**src/design/tws_pkg.sv**
```systemverilog
`timescale 1ns / 1ps

package tws_pkg;

    localparam int CODE_W = 10;
    localparam int TEMP_W = 19;
    localparam int SCALE_W = 9;

    // code * 5 V * 100 deg/V / 1024 steps in q10 degrees
    localparam logic [SCALE_W-1:0] TEMP_SCALE = 9'd500;
    // 99.99 degrees in q10
    localparam logic [TEMP_W-1:0] MIN_RESET = 19'd102390;

    typedef struct packed {
        logic load_item;
        logic update;
        logic mult;
        logic div_step;
        logic load_out;
    } t_cmd;

    typedef struct packed {
        logic div_done;
    } t_stat;

endpackage

```
**src/design/temp_window_stats_top.sv**
```systemverilog
`timescale 1ns / 1ps

// channel   direction  handshake          payload
// input     in         i_valid / o_ready  i_adc_code (10 b)
// result    out        o_valid / i_ready  o_current_temp, o_min_temp, o_max_temp,
//                                         o_avg_temp (19 b each, q10 degrees)
//
// one transaction at a time: accept, ring update, scale and min/max, then a
// restoring divide of sum*500 by the fill count at one bit a cycle, one step
// for each bit of the product, then a move to the load state once it is done
// the result sits in an output register; the next input transaction is taken
// while it waits, and a finished item waits in the load state until it drains
// synchronous active-low reset; no clearing pass, the fill count masks unwritten slots

module temp_window_stats_top #(
    parameter int WINDOW = 100
) (
    input  logic                        i_clk,
    input  logic                        i_rst_n,
    input  logic                        i_valid,
    output logic                        o_ready,
    input  logic [tws_pkg::CODE_W-1:0]  i_adc_code,
    output logic                        o_valid,
    input  logic                        i_ready,
    output logic [tws_pkg::TEMP_W-1:0]  o_current_temp,
    output logic [tws_pkg::TEMP_W-1:0]  o_min_temp,
    output logic [tws_pkg::TEMP_W-1:0]  o_max_temp,
    output logic [tws_pkg::TEMP_W-1:0]  o_avg_temp
);

    // command and status between sequencer and datapath
    tws_pkg::t_cmd  cmd;
    tws_pkg::t_stat stat;

    // sequencer: owns the handshakes and the step order
    tws_ctrl u_ctrl (
        .i_clk   (i_clk),
        .i_rst_n (i_rst_n),
        .i_valid (i_valid),
        .o_ready (o_ready),
        .o_valid (o_valid),
        .i_ready (i_ready),
        .i_stat  (stat),
        .o_cmd   (cmd)
    );

    // datapath: sample ring, running sum, min/max, divider, output register
    tws_datapath #(
        .WINDOW (WINDOW)
    ) u_dp (
        .i_clk          (i_clk),
        .i_rst_n        (i_rst_n),
        .i_cmd          (cmd),
        .o_stat         (stat),
        .i_adc_code     (i_adc_code),
        .o_current_temp (o_current_temp),
        .o_min_temp     (o_min_temp),
        .o_max_temp     (o_max_temp),
        .o_avg_temp     (o_avg_temp)
    );

endmodule

```
**src/design/tws_ctrl.sv**
```systemverilog
`timescale 1ns / 1ps

module tws_ctrl (
    input  logic          i_clk,
    input  logic          i_rst_n,
    input  logic          i_valid,
    output logic          o_ready,
    output logic          o_valid,
    input  logic          i_ready,
    input  tws_pkg::t_stat i_stat,
    output tws_pkg::t_cmd  o_cmd
);

    typedef enum logic [2:0] {
        S_IDLE,
        S_UPDATE,
        S_MULT,
        S_DIV,
        S_LOAD
    } t_state;

    t_state r_state;
    t_state n_state;
    logic   r_out_valid;
    logic   out_free;

    assign out_free = !r_out_valid || i_ready;

    always_comb begin
        o_cmd = '0;
        n_state = r_state;
        case (r_state)
            S_IDLE: begin
                if (i_valid) begin
                    o_cmd.load_item = 1'b1;
                    n_state = S_UPDATE;
                end
            end
            S_UPDATE: begin
                o_cmd.update = 1'b1;
                n_state = S_MULT;
            end
            S_MULT: begin
                o_cmd.mult = 1'b1;
                n_state = S_DIV;
            end
            S_DIV: begin
                if (i_stat.div_done) begin
                    n_state = S_LOAD;
                end else begin
                    o_cmd.div_step = 1'b1;
                end
            end
            S_LOAD: begin
                if (out_free) begin
                    o_cmd.load_out = 1'b1;
                    n_state = S_IDLE;
                end
            end
            default: begin
                n_state = S_IDLE;
            end
        endcase
    end

    always_ff @(posedge i_clk) begin
        if (!i_rst_n) begin
            r_state <= S_IDLE;
            r_out_valid <= 1'b0;
        end else begin
            r_state <= n_state;
            if (o_cmd.load_out) begin
                r_out_valid <= 1'b1;
            end else if (i_ready) begin
                r_out_valid <= 1'b0;
            end
        end
    end

    assign o_ready = (r_state == S_IDLE);
    assign o_valid = r_out_valid;

endmodule

```
**src/design/tws_datapath.sv**
```systemverilog
`timescale 1ns / 1ps

module tws_datapath #(
    parameter int WINDOW = 100
) (
    input  logic                        i_clk,
    input  logic                        i_rst_n,
    input  tws_pkg::t_cmd               i_cmd,
    output tws_pkg::t_stat              o_stat,
    input  logic [tws_pkg::CODE_W-1:0]  i_adc_code,
    output logic [tws_pkg::TEMP_W-1:0]  o_current_temp,
    output logic [tws_pkg::TEMP_W-1:0]  o_min_temp,
    output logic [tws_pkg::TEMP_W-1:0]  o_max_temp,
    output logic [tws_pkg::TEMP_W-1:0]  o_avg_temp
);

    localparam int CODE_W = tws_pkg::CODE_W;
    localparam int TEMP_W = tws_pkg::TEMP_W;
    localparam int IDX_W  = (WINDOW > 1) ? $clog2(WINDOW) : 1;
    localparam int FILL_W = $clog2(WINDOW + 1);
    localparam int SUM_W  = $clog2(WINDOW * ((1 << CODE_W) - 1) + 1);
    localparam int PROD_W = SUM_W + tws_pkg::SCALE_W;
    localparam int STEP_W = $clog2(PROD_W + 1);

    logic [CODE_W-1:0] r_ring [WINDOW];
    logic [CODE_W-1:0] r_rd_data;
    logic [CODE_W-1:0] r_code;
    logic [IDX_W-1:0]  r_wr_idx;
    logic [FILL_W-1:0] r_fill;
    logic [SUM_W-1:0]  r_sum;
    logic [TEMP_W-1:0] r_temp;
    logic [TEMP_W-1:0] r_lowest;
    logic [TEMP_W-1:0] r_highest;
    logic [FILL_W-1:0] r_rem;
    logic [PROD_W-1:0] r_quo;
    logic [STEP_W-1:0] r_step;

    logic              window_full;
    logic [CODE_W-1:0] old_code;
    logic [FILL_W:0]   shifted;
    logic              fits;
    logic [FILL_W-1:0] n_rem;

    // slots past the fill point were never written and count as zero
    assign window_full = (r_fill == FILL_W'(WINDOW));
    assign old_code    = window_full ? r_rd_data : '0;

    // one restoring division step per cycle
    assign shifted = {r_rem, r_quo[PROD_W-1]};
    assign fits    = (shifted >= {1'b0, r_fill});
    assign n_rem   = fits ? FILL_W'(shifted - {1'b0, r_fill}) : shifted[FILL_W-1:0];

    always_ff @(posedge i_clk) begin
        if (i_cmd.load_item) begin
            r_rd_data <= r_ring[r_wr_idx];
        end
        if (i_cmd.update) begin
            r_ring[r_wr_idx] <= r_code;
        end
    end

    always_ff @(posedge i_clk) begin
        if (!i_rst_n) begin
            r_wr_idx  <= '0;
            r_fill    <= '0;
            r_sum     <= '0;
            r_lowest  <= tws_pkg::MIN_RESET;
            r_highest <= '0;
            r_step    <= '0;
        end else begin
            if (i_cmd.update) begin
                r_sum <= r_sum + SUM_W'(r_code) - SUM_W'(old_code);
                r_wr_idx <= (r_wr_idx == IDX_W'(WINDOW - 1)) ? '0 : r_wr_idx + 1'b1;
                if (!window_full) begin
                    r_fill <= r_fill + 1'b1;
                end
            end
            if (i_cmd.mult) begin
                if (r_temp < r_lowest) begin
                    r_lowest <= r_temp;
                end
                if (r_temp > r_highest) begin
                    r_highest <= r_temp;
                end
                r_step <= '0;
            end else if (i_cmd.div_step) begin
                r_step <= r_step + 1'b1;
            end
        end
    end

    always_ff @(posedge i_clk) begin
        if (i_cmd.load_item) begin
            r_code <= i_adc_code;
        end
        if (i_cmd.update) begin
            r_temp <= TEMP_W'(r_code) * TEMP_W'(tws_pkg::TEMP_SCALE);
        end
        if (i_cmd.mult) begin
            r_quo <= PROD_W'(r_sum) * PROD_W'(tws_pkg::TEMP_SCALE);
            r_rem <= '0;
        end else if (i_cmd.div_step) begin
            r_quo <= {r_quo[PROD_W-2:0], fits};
            r_rem <= n_rem;
        end
        if (i_cmd.load_out) begin
            o_current_temp <= r_temp;
            o_min_temp     <= r_lowest;
            o_max_temp     <= r_highest;
            o_avg_temp     <= TEMP_W'(r_quo);
        end
    end

    assign o_stat.div_done = (r_step == STEP_W'(PROD_W));

endmodule

```
**config.mk**
```make
export PLATFORM = sky130hd
export DESIGN_NAME = temp_window_stats_top
export DESIGN_NICKNAME = d
export VERILOG_FILES = /design/src/design/tws_pkg.sv /design/src/design/temp_window_stats_top.sv /design/src/design/tws_ctrl.sv /design/src/design/tws_datapath.sv
export SDC_FILE = /design/constraint.sdc
export NUM_CORES = 2
export LEC_CHECK = 0
export BUFFER_PORTS_ARGS = -buffer_cell sky130_fd_sc_hd__buf_2
export CELL_PAD_IN_SITES_DETAIL_PLACEMENT = 0
export CELL_PAD_IN_SITES_GLOBAL_PLACEMENT = 1
export CORE_MARGIN = 1.5
export CORE_UTILIZATION = 54
export CTS_CLUSTER_DIAMETER = 50
export CTS_CLUSTER_SIZE = 14
export DETAILED_ROUTE_END_ITERATION = 8
export GPL_ROUTABILITY_DRIVEN = 0
export PLACE_DENSITY = 0.76
export SLEW_MARGIN = 0
export SYNTH_ARGS = -nofsm -noshare
export SYNTH_HDL_FRONTEND = slang
export SYNTH_HIERARCHICAL = 1
export SYNTH_SLANG_ARGS = --single-unit
```
**constraint.sdc**
```tcl
create_clock -name i_clk -period 7.8 [get_ports i_clk]
set_input_delay 0.39 -clock i_clk [delete_from_list [all_inputs] [get_ports i_clk]]
set_output_delay 0.39 -clock i_clk [all_outputs]
set_load 0.05 [all_outputs]
```
Yosys cells after proc, flatten, opt, wreduce, memory -nomap -nowiden
Memory sizes are Yosys's and may differ from the RTL's. A register that Yosys moved wholly into a read port is not among the register bits.
Index checks and enable logic that the tools add are counted.
Widths: inputs -> output; s select.

storage, ports and cells
  memory bits (writable) = 1000
  flip-flop bits (word level) = 206
  memories kept = 1

memories
  memory       words  width  read ports  clocked after Yosys merged registers in  write ports  RTL line            source
  u_dp.r_ring  100    10     1           1                                        1            tws_datapath.sv:25  logic [CODE_W-1:0] r_ring [WINDOW];

cells by class
  multiplexer cells = 21
  reduce and logical (&&, ||, !) cells = 10
  $add $sub $neg = 6
  $lt $le $gt $ge = 3
  equal/unequal tests = 10
  $mul = 2
  bitwise operators = 2

operators by type and width
  operator               count
  $mux 26                2
  $mul 17x7->24 const B  1
  $gt 19x19->1           1
  $lt 19x19->1           1
  $add 17x10->17         1
  $mul 10x7->17 const B  1
  $sub 17x10->17         1
  $pmux 3 s5             1
  $add 7x1->7 const B    2
  $eq 7x7->1 const B     2
  $mux 7                 2
  $mux 1                 12
  $mux 10                1
  $mux 3                 3
  $ge 8x7->1             1
  $sub 7x7->7            1
  $eq 3x2->1 const B     2
  $reduce_and 2->1       3
  $add 5x1->5 const B    1
  $eq 5x5->1 const B     1
  $ne 2x2->1 const B     2
  $reduce_bool 2->1      2
  $eq 3x1->1 const B     1
  $eq 3x3->1 const B     1
  other kinds (7)        8

Logic depth before layout (Yosys ltp)
  depth after elaboration = 5
  depth in mapped cells = 18
  depth with buffers taken out = 17

Modules after synthesis
Netlist, hierarchy kept.

modules (own cells, without submodules)
  module        cells each  area each (um^2)  instances
  tws_datapath  3372        53303.6           1
  tws_ctrl      26          227.7             1

Least setup slack after synthesis
Ideal clock, no wire load.

  path type = register to register
  from = reg u_dp.r_code[2]
  to = reg u_dp.r_temp[14], data pin
  data required time = 7.526 ns
  setup slack = 2.275 ns
  arrival time = 5.251 ns
  library setup time = 0.274 ns
  stages on the path, launching flop included = 15
  cells stage by stage = edfxtp_1 > inv_1 > fa_1 > fa_1 > inv_1 > fa_1 > inv_1 > fa_1 > inv_1 > ha_1 > o21a_1 > a21o_1 > a21oi_1 > mux2i_1 > o2111ai_1

between the ends
  cells in the longest elaborated chain, start to end = 1

ends and longest elaborated chain
  element                   RTL line            source
  start: declaration        tws_datapath.sv:27  logic [CODE_W-1:0] r_code;
  start signal: assignment  tws_datapath.sv:94  r_code <= i_adc_code;
  $mul 10x7->17             tws_datapath.sv:97  r_temp <= TEMP_W'(r_code) * TEMP_W'(tws_pkg::TEMP_SCALE);
  end signal: assignment    tws_datapath.sv:97
  end: declaration          tws_datapath.sv:31  logic [TEMP_W-1:0] r_temp;

Every way passes these cells.
A chain may end at the register's enable or synchronous reset.

Worst setup path after layout
  from = reg u_dp.r_sum[8]
  to = reg u_dp.r_quo[25], data pin

between the ends
  cells in the longest elaborated chain, start to end = 2

ends and longest elaborated chain
  element                   RTL line             source
  start: declaration        tws_datapath.sv:30   logic [SUM_W-1:0] r_sum;
  start signal: assignment  tws_datapath.sv:72   r_sum <= r_sum + SUM_W'(r_code) - SUM_W'(old_code);
  $mul 17x7->24             tws_datapath.sv:100  r_quo <= PROD_W'(r_sum) * PROD_W'(tws_pkg::TEMP_SCALE);
  $mux 26                   tws_datapath.sv:99   if (i_cmd.mult) begin
  end signal: assignment    tws_datapath.sv:100
  end signal: assignment    tws_datapath.sv:103  r_quo <= {r_quo[PROD_W-2:0], fits};
  end: declaration          tws_datapath.sv:35   logic [PROD_W-1:0] r_quo;

Every way passes these cells.

==> results.toml <==
[status]
outcome = "finished, final reports clean"

[power]
power_switching_mw = 5.09
leakagePower_nw = 20.1
p_clk_frac = 0.324
power_frac_comb = 0.231
internal_power_mw = 12.0
pwr-share-seq = 0.445
switching_share = 0.298
peakVddDrop_mv = 0.209
power.density_nw_per_um2 = 289

[detailed_routing]
dr.pass1.iters = 6
drt_iter0_markers = 3242
vias = 31200
wl_um = 139000
vias_per_cell = 6.41
antenna_left = 0
drc_errors = 0
wire_per_inst_um = 28.4

[clock_network]
cts.htree.levels = 3
clockRootBuffer = "clkbuf_16"
path_clk_slew_ns = 0.06
worst_skew_pair.late_latency_ns = 0.73
cts_sinks = 1216
cts_setup_buffers = 0
cts.path.max_buffers = 3
cts_tree = "yes"
cts_resized = 0
hold_buffers = 11
cts_inserted_buffers = 120

[timing]
tightest_slew_ns = 1.32
hold_violations = 0
max_freq_ghz = 0.195
setup_tns_ns = 0
slew_headroom = 0.117
rsz0062_at_grt = "no"
skew_ns = 0.0472
setup_viol = 0
finalCritPeriodShare = 0.657
fin_crit_ns = 5.13
slew_viol_final = 0

[worst_setup_path]
cp_max_fo = 7
cp.required_ns = 8.21
startpoint_type = "flop"
cp.arrival_ns = 5.53
cp-end-kind = "flop"
worstSetupPathType = "reg2reg"

[yosys]
ys_async_sr_fraction = 0
synth_cell_type_count = 92
yosysSeqAreaShare = 0.666
yosys_warnings = 6
synth_edf_count = 1132
synth_flop_cell = "edfxtp_1"
synth-seq-cells = 1216
syn_area_sq_um = 53500
synthCells = 3398
avgSynthCellArea_sq_um = 15.8

[die]
die_area_sq_um = 101000
die_x_um = 318
core-area_sq_um = 98300
rows = 115
die_y_um = 318
io_pins = 92
initial_core_util = 0.545

[cells_and_area]
layout.nets = 3783
final_cells = 4876
final_cell_mix = "1132 x edfxtp_1, 224 x nor2_1, 214 x inv_1, 159 x ha_1, 120 x clkbuf_16"
drive_gt1_frac = 0.160
final_common_cell = "edfxtp_1"
area_growth_pct = 10.4

[grt]
grt_max_degree = 106
overflow = 0
grt_util_all_layers = 0.274
grt_pass1_vias = 31600
antenna_found_initial = 2
grt_pass1_wl_um = 205000

[hold_path]
hold_class = "in2reg"

[placed_design]
post-place-cells = 4665
place_hpwl_um = 86200
io_buffer_count = 86

[run]
cap_violations = 0
## critical path: stages (launching register included)
cell	delay (ns)
dfxtp_1	0.34
inv_1	0.29
fa_1	0.51
fa_1	0.51
fa_1	0.45
fa_1	0.53
inv_1	0.05
ha_1	0.35
a211oi_1	0.32
nor2_1	0.13
o41ai_1	0.37
a31oi_1	0.21
o41ai_1	0.44
mux2i_1	0.25
o211ai_1	0.10
## kinds of logic (layout without fill, tap and decap cells)
group	Yosys count	in the layout	share of synthesized area
AO/OA/AOI/OAI	610	610	0.0823
XOR/XNOR	46	46	0.00753
adder cells (fa/ha/maj)	258	258	0.0742
buffers and inverters	400	586	0.0338
flip-flops	1216	1216	0.666
multiplexers	305	305	0.0860
other	1	6	0.0000701
AND/OR/NAND/NOR	562	562	0.0497
## worst paths after layout
kind | cells after the start | start | slack, ns | to
worst max-delay path | 14 | u_dp/r_sum[8]$_SDFFE_PN0P_ | 2.67 | u_dp/r_quo[25]$_DFFE_PP_
worst min-delay path | 3 | i_rst_n | 0.20 | u_dp/r_lowest[1]$_SDFFE_PN1P_
worst max register to register | 14 | u_dp/r_sum[8]$_SDFFE_PN0P_ | 2.67 | u_dp/r_quo[25]$_DFFE_PP_
worst min register to register | 0 | u_dp/r_lowest[8]$_SDFFE_PN1P_ | 0.45 | u_dp/o_min_temp[8]$_DFFE_PP_
## area by class of cell
| class | count | area, sq um |
|---|---|---|
| diodes | 1 | 2.50 |
| fillers | 7276 | 39200 |
| repair buffers | 170 | 1110 |
| well taps | 1287 | 1610 |
| flip-flops and latches | 1216 | 35700 |
| inverters | 217 | 815 |
| multi-input cells | 1786 | 16100 |
| clock buffers | 132 | 3050 |
| clock inverters | 67 | 699 |
## layer usage
layer  global-route usage  wire (um)  up-vias
li1                     -          -    13400
met1                0.362      54200    16000
met2                0.451      66700     1509
met3               0.0490      11600      308
met4                0.115       6140        2
met5                    0         11        -
## per-stage QoR
stage	cell area [sq um]	setup slack, ns	hold WS, ns	utilization	power, mW
floorplan	53500	2.28	0.424	-	10.6
global placement	55300	2.91	0.436	0.562	11.6
detailed placement	55300	2.69	0.440	0.562	11.7
CTS	59100	2.69	0.159	0.602	17.2
global route	59100	2.47	0.179	0.602	17.9
finish	59100	2.67	0.197	0.602	17.1
## power by group through the flow
stage	sequential (mW)	clock (mW)	combinational, mW
floorplan	7.71	0	2.87
global placement	7.73	0	3.83
detailed placement	7.74	0	3.91
CTS	7.60	5.63	3.94
global route	7.62	5.85	4.40
finish	7.60	5.54	3.94
## synthesized netlist by cell type (all sizes together) (36+ instances only)
| cell type | count | area [sq um] |
|---|---|---|
| a22oi | 36 | 270 |
| clkbuf | 85 | 319 |
| mux2i | 103 | 1030 |
| fa | 99 | 1980 |
| nand3 | 62 | 310 |
| o22ai | 36 | 225 |
| edfxtp | 1132 | 34000 |
| nand2 | 102 | 383 |
| a221oi | 122 | 1090 |
| nor2 | 228 | 866 |
| ha | 159 | 1990 |
| mux2 | 88 | 1010 |
| dfxtp | 84 | 1680 |
| o21ai | 100 | 500 |
| buf | 98 | 677 |
| a21oi | 93 | 465 |
| inv | 217 | 815 |
| mux4 | 114 | 2570 |
## flip-flops by register name, indices dropped and copies added (netlist names), 5 cells and up
name                 cells
u_dp/o_avg_temp         19
u_dp/o_current_temp     17
u_dp/o_max_temp         17
u_dp/o_min_temp         18
u_dp/r_code             10
u_dp/r_fill              7
u_dp/r_highest          17
u_dp/r_lowest           18
u_dp/r_quo              26
u_dp/r_rd_data          10
u_dp/r_rem               7
u_dp/r_ring           1000
u_dp/r_step              5
u_dp/r_sum              17
u_dp/r_temp             17
u_dp/r_wr_idx            7
(Power assumes the default switching activity.)
